## config.mk

```make
export PLATFORM = sky130hd
export DESIGN_NAME = thss_ctrl
export DESIGN_NICKNAME = d
export VERILOG_FILES = /design/src/hw/rtl/thss_pkg.sv /design/src/hw/rtl/thss_ctrl.sv
export SDC_FILE = /design/constraint.sdc
export NUM_CORES = 2
export LEC_CHECK = 0
export BUFFER_PORTS_ARGS = -buffer_cell sky130_fd_sc_hd__buf_2
export CAP_MARGIN = 20
export CORE_MARGIN = 3
export CORE_UTILIZATION = 63
export DETAILED_ROUTE_END_ITERATION = 10
export PLACE_DENSITY = 0.88
export SKIP_LAST_GASP = 1
export SYNTH_ARGS = -nofsm -noshare
export SYNTH_HDL_FRONTEND = slang
export SYNTH_SLANG_ARGS = --single-unit
```

## constraint.sdc

```tcl
create_clock -name clk -period 17.64 [get_ports clk]
set_input_delay 3.528 -clock clk [delete_from_list [all_inputs] [get_ports clk]]
set_output_delay 3.528 -clock clk [all_outputs]
set_load 0.005 [all_outputs]
```

## src/hw/rtl/thss_pkg.sv

```systemverilog
// types, constants and weight function shared by the trail spline sampler
`timescale 1ns / 1ps

package thss_pkg;

  localparam int COORD_W = 24;
  localparam int HISTORY_DEPTH_DEF = 8;
  localparam int SPS = 4;
  localparam int PT_W = COORD_W + 2;
  localparam int DEN = 2 * SPS * SPS * SPS;
  localparam int DEN_SHIFT = $clog2(DEN);
  localparam int WGT_W = DEN_SHIFT + 2;
  localparam int J_W = $clog2(SPS);
  localparam int IDX_W = 6;
  localparam int SPACING_W = 16;
  localparam logic [SPACING_W-1:0] SPACING_RST = 16'd256;
  localparam int DIST_W = 64;

  localparam logic REQ_RESTART = 1'b1;

  typedef logic signed [COORD_W-1:0] coord_t;
  typedef logic signed [PT_W-1:0] pcoord_t;
  // index 0 is x, 1 is y, 2 is z
  typedef coord_t [2:0] entry_t;
  typedef pcoord_t [2:0] point_t;

  typedef struct packed {
    logic req_type;
    logic signed [COORD_W-1:0] pos_x;
    logic signed [COORD_W-1:0] pos_y;
    logic signed [COORD_W-1:0] pos_z;
  } in_item_t;

  typedef struct packed {
    logic signed [COORD_W-1:0] out_x;
    logic signed [COORD_W-1:0] out_y;
    logic signed [COORD_W-1:0] out_z;
    logic [IDX_W-1:0] sample_index;
    logic last;
  } out_item_t;

  // one sample request: four control points, fraction step, ordinal and last flag
  typedef struct packed {
    point_t [3:0] win;
    logic [J_W-1:0] j;
    logic [IDX_W-1:0] idx;
    logic last;
  } sample_t;

  typedef enum logic [2:0] {
    ST_IDLE,
    ST_READ,
    ST_DIST,
    ST_ACC,
    ST_DECIDE,
    ST_LOAD,
    ST_SAMPLE
  } state_t;

  // catmull-rom basis weight of control point k at fraction j/SPS, scaled by DEN
  function automatic logic signed [WGT_W-1:0] weight(input logic [J_W-1:0] j,
                                                      input logic [1:0] k);
    int jj;
    int j2;
    int j3;
    int w;
    jj = int'(j);
    j2 = jj * jj;
    j3 = j2 * jj;
    case (k)
      2'd0: w = -j3 + 2 * j2 * SPS - jj * SPS * SPS;
      2'd1: w = 2 * SPS * SPS * SPS - 5 * j2 * SPS + 3 * j3;
      2'd2: w = -3 * j3 + 4 * j2 * SPS + jj * SPS * SPS;
      default: w = j3 - j2 * SPS;
    endcase
    return WGT_W'(w);
  endfunction

endpackage

```

## src/hw/rtl/thss_ctrl.sv

```systemverilog
// history ring memory, spacing check and control point sequencer
`timescale 1ns / 1ps

module thss_ctrl #(
  parameter int DEPTH = thss_pkg::HISTORY_DEPTH_DEF
) (
  input  logic clk,
  input  logic rst,
  input  logic in_valid,
  output logic in_stall,
  input  thss_pkg::in_item_t in_data,
  input  logic cfg_we,
  input  logic [thss_pkg::SPACING_W-1:0] cfg_data,
  output logic smp_valid,
  input  logic smp_ready,
  output thss_pkg::sample_t smp_data
);

  localparam int CW = thss_pkg::COORD_W;
  localparam int PW = thss_pkg::PT_W;
  localparam int DW = thss_pkg::DIST_W;
  localparam int IW = thss_pkg::IDX_W;
  localparam int JW = thss_pkg::J_W;
  localparam int ADDR_W = $clog2(DEPTH);
  localparam int SEG_W = $clog2(DEPTH + 2);
  localparam int TOTAL = thss_pkg::SPS * (DEPTH + 1) - 1;
  localparam logic [ADDR_W-1:0] LAST_SLOT = ADDR_W'(DEPTH - 1);
  localparam logic [1:0] CNT_END = 2'd2;

  function automatic thss_pkg::point_t to_point(input thss_pkg::entry_t e);
    thss_pkg::point_t p;
    for (int c = 0; c < 3; c++) begin
      p[c] = {{(PW - CW){e[c][CW-1]}}, e[c]};
    end
    return p;
  endfunction

  // 2*a - b per coordinate, used for both extrapolated end points
  function automatic thss_pkg::point_t reflect(input thss_pkg::point_t a,
                                               input thss_pkg::point_t b);
    thss_pkg::point_t p;
    for (int c = 0; c < 3; c++) begin
      p[c] = PW'((a[c] <<< 1) - b[c]);
    end
    return p;
  endfunction

  thss_pkg::state_t state, state_next;

  logic primed;
  logic [ADDR_W-1:0] newest;
  logic [ADDR_W-1:0] newest_inc;
  logic [ADDR_W-1:0] rslot;
  logic [ADDR_W-1:0] rslot_dec;
  logic [thss_pkg::SPACING_W-1:0] min_spacing;

  thss_pkg::entry_t cur;
  thss_pkg::entry_t fill;
  logic [1:0] cnt;
  logic [DW-1:0] sq_dist;
  logic [DW-1:0] sq;
  logic [DW-1:0] thr;
  logic [DW-1:0] dist_sum;
  logic [DW:0] add_full;
  logic append;

  thss_pkg::point_t [3:0] win;
  logic [SEG_W-1:0] seg;
  logic [JW-1:0] j;
  logic [IW-1:0] idx;
  logic last_j;
  logic last_sample;

  logic accept;
  logic restart;
  logic fire;

  // history ring memory
  thss_pkg::entry_t ram [DEPTH];
  logic [DEPTH-1:0] valid;
  thss_pkg::entry_t q;
  logic q_valid;
  thss_pkg::entry_t rd_data;
  logic mem_rd_en;
  logic [ADDR_W-1:0] mem_rd_addr;
  logic mem_wr_en;

  logic signed [CW:0] diff;
  logic [CW:0] mag;
  logic [2*CW+1:0] sq_full;

  assign newest_inc = (newest == LAST_SLOT) ? '0 : newest + ADDR_W'(1);
  assign rslot_dec = (rslot == '0) ? LAST_SLOT : rslot - ADDR_W'(1);
  assign restart = (in_data.req_type == thss_pkg::REQ_RESTART) || !primed;
  assign last_j = (j == JW'(thss_pkg::SPS - 1));
  assign last_sample = (idx == IW'(TOTAL - 1));

  // entries never written since the last restart read as the restart position
  assign rd_data = q_valid ? q : fill;

  // squared distance, one coordinate per cycle
  assign diff = {cur[cnt][CW-1], cur[cnt]} - {rd_data[cnt][CW-1], rd_data[cnt]};
  assign mag = diff[CW] ? $unsigned(-diff) : $unsigned(diff);
  assign sq_full = {{(CW + 1){1'b0}}, mag} * {{(CW + 1){1'b0}}, mag};
  assign add_full = {1'b0, sq_dist} + {1'b0, sq};
  assign dist_sum = add_full[DW] ? '1 : add_full[DW-1:0];
  assign append = (sq_dist > thr);

  // next state
  always_comb begin
    state_next = state;
    case (state)
      thss_pkg::ST_IDLE: begin
        if (accept) state_next = thss_pkg::ST_READ;
      end
      thss_pkg::ST_READ: state_next = thss_pkg::ST_DIST;
      thss_pkg::ST_DIST: begin
        if (cnt == CNT_END) state_next = thss_pkg::ST_ACC;
      end
      thss_pkg::ST_ACC: state_next = thss_pkg::ST_DECIDE;
      thss_pkg::ST_DECIDE: state_next = thss_pkg::ST_LOAD;
      thss_pkg::ST_LOAD: begin
        if (cnt == CNT_END) state_next = thss_pkg::ST_SAMPLE;
      end
      thss_pkg::ST_SAMPLE: begin
        if (fire && last_sample) state_next = thss_pkg::ST_IDLE;
      end
      default: state_next = thss_pkg::ST_IDLE;
    endcase
  end

  // outputs
  always_comb begin
    in_stall = rst || (state != thss_pkg::ST_IDLE);
    accept = in_valid && !in_stall;
    smp_valid = (state == thss_pkg::ST_SAMPLE);
    fire = smp_valid && smp_ready;
    mem_wr_en = (state == thss_pkg::ST_DECIDE) && append;
    mem_rd_addr = rslot;
    case (state)
      thss_pkg::ST_READ: begin
        mem_rd_en = 1'b1;
        mem_rd_addr = newest;
      end
      thss_pkg::ST_LOAD: mem_rd_en = 1'b1;
      thss_pkg::ST_SAMPLE: mem_rd_en = fire && last_j;
      default: mem_rd_en = 1'b0;
    endcase
  end

  always_comb begin
    smp_data.win = win;
    // past the last segment the oldest entry is repeated exactly
    smp_data.j = (seg > SEG_W'(DEPTH)) ? '0 : j;
    smp_data.idx = idx;
    smp_data.last = last_sample;
  end

  always_ff @(posedge clk) begin
    if (rst) begin
      state <= thss_pkg::ST_IDLE;
    end else begin
      state <= state_next;
    end
  end

  always_ff @(posedge clk) begin
    if (rst) begin
      primed <= 1'b0;
      newest <= '0;
      min_spacing <= thss_pkg::SPACING_RST;
      valid <= '0;
    end else begin
      if (cfg_we) min_spacing <= cfg_data;
      if (accept && restart) begin
        primed <= 1'b1;
        newest <= '0;
        valid <= '0;
      end else if (mem_wr_en) begin
        newest <= newest_inc;
        valid[newest_inc] <= 1'b1;
      end
    end
  end

  always_ff @(posedge clk) begin
    if (mem_wr_en) ram[newest_inc] <= cur;
    if (mem_rd_en) begin
      q <= ram[mem_rd_addr];
      q_valid <= valid[mem_rd_addr];
    end
  end

  always_ff @(posedge clk) begin
    case (state)
      thss_pkg::ST_IDLE: begin
        if (accept) begin
          cur[0] <= in_data.pos_x;
          cur[1] <= in_data.pos_y;
          cur[2] <= in_data.pos_z;
          if (restart) begin
            fill[0] <= in_data.pos_x;
            fill[1] <= in_data.pos_y;
            fill[2] <= in_data.pos_z;
          end
        end
      end
      thss_pkg::ST_READ: begin
        sq_dist <= '0;
        cnt <= '0;
        thr <= DW'({{thss_pkg::SPACING_W{1'b0}}, min_spacing}
                   * {{thss_pkg::SPACING_W{1'b0}}, min_spacing});
      end
      thss_pkg::ST_DIST: begin
        sq <= DW'(sq_full);
        if (cnt != '0) sq_dist <= dist_sum;
        cnt <= cnt + 2'd1;
      end
      thss_pkg::ST_ACC: begin
        sq_dist <= dist_sum;
      end
      thss_pkg::ST_DECIDE: begin
        rslot <= append ? newest_inc : newest;
        win[0] <= reflect(to_point(cur), to_point(rd_data));
        win[1] <= to_point(cur);
        cnt <= '0;
      end
      thss_pkg::ST_LOAD: begin
        rslot <= rslot_dec;
        cnt <= cnt + 2'd1;
        if (cnt == 2'd1) win[2] <= to_point(rd_data);
        if (cnt == CNT_END) win[3] <= to_point(rd_data);
        seg <= SEG_W'(1);
        j <= JW'(1);
        idx <= '0;
      end
      thss_pkg::ST_SAMPLE: begin
        if (fire) begin
          idx <= idx + IW'(1);
          if (last_j) begin
            j <= '0;
            seg <= seg + SEG_W'(1);
            rslot <= rslot_dec;
            win[0] <= win[1];
            win[1] <= win[2];
            win[2] <= win[3];
            win[3] <= (seg == SEG_W'(DEPTH - 1)) ? reflect(win[3], win[2])
                                                 : to_point(rd_data);
          end else begin
            j <= j + JW'(1);
          end
        end
      end
      default: begin
      end
    endcase
  end

endmodule

```

==> flow_results.org <==
** STA
- Setup violations remaining at the end of the flow were counted as 0.
- Setup repair after global routing left no endpoint under its margin.
- Skew final :: 0.0724 ns
- Fmax :: 73.2 MHz
- Hold violation count in the final report :: 0
- In this run the tightest slew margin relative to its limit is under 10%.
- After routing, the total negative slack on setup checks comes to 0 ns.
- Final max-slew violation count :: 0
- Counting I/O delays and the setup requirement, the final critical path takes around 14 ns.
- Part of the cycle the worst path needs :: a little under 80%
- Slew @ Worst Pin :: between 1 and 1.5 ns

** Worst hold path
- The min-delay analysis places its worst path in the category register to register.
- Along the worst hold path, the cell count comes to 1.

** Routing
- Overall via count from detail_route :: 63.2k
- In the routed layout, each cell is associated on average with a via count of between 6 and 7.
- Remaining design rule violation count :: 0
- Iteration-0 DRC count of the detailed router :: 8694
- The final layout contains routed wiring with a total length of around 260 mm.
- Number of iterations in the first detailed-routing pass :: 11
- Remaining number of nets flagged by the antenna check after routing :: 0
- Average routed wire per standard cell :: 26.8 µm

** Placed design
- Detailed Place HPWL :: around 180 mm
- The count of buffers added on input and output ports is 416.
- Cell Area, Placed :: just over 90000 µm²
- Weighted congestion at the end of routability-driven global placement :: ~1.0

** Worst setup path
- The worst setup path is captured at a register.
- Data arrival at the endpoint of the critical path :: roughly 14 ns
- Data on the critical path is required at its endpoint by between 15 and 20 ns.
- Depth of the most critical reg-to-reg path :: 39
- The largest individual stage delay along the critical path comes from the cell sky130_fd_sc_hd__clkinv_1.
- CP Max Fanout :: 52
- The largest single stage delay on the critical path is a little under 0.9 ns.
- Kind of launch point of the worst setup path :: register
- Category of the most critical setup path :: register to register
- Most frequent cell on the critical path :: sky130_fd_sc_hd__fa_1
- In this run the register-to-register setup slack is 3.98 ns.

** Clocking
- CTS clock-pin slew for the worst setup and hold paths :: around 0.07 ns
- After clock tree synthesis, the setup repair step added 0 buffers.
- TritonCTS built the clock tree.
- Buffers inserted during clock tree synthesis total 137.
- Sinks on the clock net :: about 1.3k
- The cell sitting at the root of the clock tree is a sky130_fd_sc_hd__clkbuf_16.
- Post-cts repair resize count :: 0
- The H-tree generated during clock tree synthesis spans 4 levels.
- Clock latency reported for the late side of the worst-skew pair :: roughly 0.83 ns
- Buffer depth of the longest clock path :: 3
- Hold repair after CTS inserted 0 buffers.

** Logic synthesis
- Summing every instance area after synthesis gives about 86000 µm².
- In this run, synthesis inferred roughly 1.3k flip-flops with an integrated enable.
- The average instance in the mapped netlist occupies roughly 12 µm².
- Share of synthesized area occupied by flip-flops and latches :: around 45%
- Fraction of post-synthesis cell area in the top cell type by area :: 44.1%
- During synthesis, Yosys emitted a total of 0 warnings.
- Area contributors post-synth :: sky130_fd_sc_hd__edfxtp_1 (44%), sky130_fd_sc_hd__fa_1 (15%), sky130_fd_sc_hd__ha_1 (7.8%)
- The netlist uses 95 different library cells.
- Cell type contributing the most total cell area after synthesis :: sky130_fd_sc_hd__edfxtp_1
- Post-synthesis async set-or-reset flop share :: 0%
- Main flop type after synthesis :: sky130_fd_sc_hd__edfxtp_1
- Counting flops and latches in the post-synthesis netlist gives about 1.3k.
- Syn Inst Count :: approximately 7.3k

** GRT
- The number of antenna violations at the first check in global routing was 27.
- Global routing used 36.8% of the available tracks across all layers.
- Maximum number of pins on one net before global-route repair :: between 100 and 150
- Sum of overflow across all layers after global routing :: 0
- Vias in the first global route :: 65.4k
- The first global-routing pass estimated approximately 390 mm of wire.

** Layout
- The top cell types in the final layout, fill and taps aside, are sky130_fd_sc_hd__edfxtp_1 (1266), sky130_fd_sc_hd__inv_1 (972), sky130_fd_sc_hd__fa_1 (639).
- In the final layout, the share of cells above drive strength 1 is between 10% and 20%.
- Most common cell after layout, fill and taps aside :: sky130_fd_sc_hd__edfxtp_1
- Final core utilization :: between 70 and 80%
- Number of nets at the end of the flow :: ~9.0k
- Layout Cell Area excl Fill :: ~95000 µm²
- Compared with the post-synthesis result, the final layout area differs by 10.3%.
- Number of filler instances in the final layout :: just under 9k

** Floorplan
- Area of the die :: around 140000 µm²
- From left edge to right edge, the die measures roughly 380 µm.
- In this run the core area contains 135 standard-cell rows.
- Core region area :: between 100000 and 150000 µm²
- I/O Pins :: 417
- Starting utilization of the core area :: 63.6%
- Vert. Die Dim :: between 300 and 400 µm

** Job
- Across the run, the number of max-cap violations was 0.

** Run status
- Result of the run :: finished clean
==> cells in the mapped netlist, types with 36 or more instances <==
library cell,count
sky130_fd_sc_hd__o21ai_0,283
sky130_fd_sc_hd__mux2i_1,134
sky130_fd_sc_hd__inv_1,973
sky130_fd_sc_hd__xor2_1,114
sky130_fd_sc_hd__o21a_1,64
sky130_fd_sc_hd__edfxtp_1,1266
sky130_fd_sc_hd__and2_1,73
sky130_fd_sc_hd__or3_1,36
sky130_fd_sc_hd__nand2_1,546
sky130_fd_sc_hd__nor2_1,579
sky130_fd_sc_hd__fa_1,639
sky130_fd_sc_hd__mux2_2,76
sky130_fd_sc_hd__nand3_1,74
sky130_fd_sc_hd__a31oi_1,61
sky130_fd_sc_hd__and3_1,42
sky130_fd_sc_hd__mux4_2,146
sky130_fd_sc_hd__nand2b_1,63
sky130_fd_sc_hd__ha_1,541
sky130_fd_sc_hd__nor3_1,85
sky130_fd_sc_hd__nor2b_1,38
sky130_fd_sc_hd__clkbuf_1,197
sky130_fd_sc_hd__a21oi_1,453
sky130_fd_sc_hd__buf_1,42
sky130_fd_sc_hd__a21o_1,134
sky130_fd_sc_hd__a211oi_1,42
sky130_fd_sc_hd__xnor2_1,163
==> metal layers <==
layer  track usage (%)  wire (µm)
met3              11.7      34600
met1              46.0      87900
met2              57.4     118000
met4              20.4      17500
met5             0.309        153
==> logic make-up after synthesis <==
logic type	count (synthesis)	share of synthesized area, %
mux	356	6.36
flops	1297	44.8
compound gates	1270	9.06
xor+xnor	279	2.88
fa+ha+maj	1180	22.7
buf+inv	1236	5.42
other cells	2	0.00871
simple gates	1675	8.80
==> final timing paths <==
path / to / start
min reg2reg: valid[5] / valid[5]
max reg2reg: sq[49] / cnt[0]
min: valid[5] / valid[5]
max: sq[49] / cnt[0]
==> state kept, by name, indices dropped and copies added, names as in the netlist, 3 cells and up <==
name,count
ram,576
smp_data,312
cur,72
fill,72
q,72
sq_dist,64
sq,49
thr,31
min_spacing,16
valid,8
idx,6
seg,4
newest,3
rslot,3
state,3
==> critical path: cells and delay by family, from the launching register on <==
family / cells / cell delay, ns
AND/OR/NAND/NOR: 6 / 2.57
buffers and inverters: 7 / 1.69
adder cells (fa/ha/maj): 9 / 4.31
XOR/XNOR: 2 / 0.91
AO/OA/AOI/OAI: 15 / 3.51
flip-flops: 1 / 0.32
==> area by class of cell <==
cell class                      count  area [µm²]  area share, %
Clock buffer                      170        3580           3.76
Clock inverter                     69         893          0.939
Timing Repair Buffer              517        2880           3.03
Tap cell                         1781        2230           2.34
Multi-Input combinational cell   4778       43200           45.4
Antenna cell                       22        55.1         0.0579
Inverter                          980        3680           3.87
Sequential cell                  1297       38600           40.6
==> metrics by stage <==
stage | hold WS [ns] | instances | worst slack (ns)
after detailed placement | 0.439 | 9353 | 4.28
after floorplan | 0.414 | 7311 | 1.87
after CTS | 0.482 | 9592 | 4.20
final | 0.481 | 9614 | 3.98
after global routing | 0.518 | 9602 | 3.22
after global placement | 0.436 | 9348 | 4.11
Power is not shown: default switching activity piles up to over one toggle a cycle in this logic, so the estimate is an artifact.
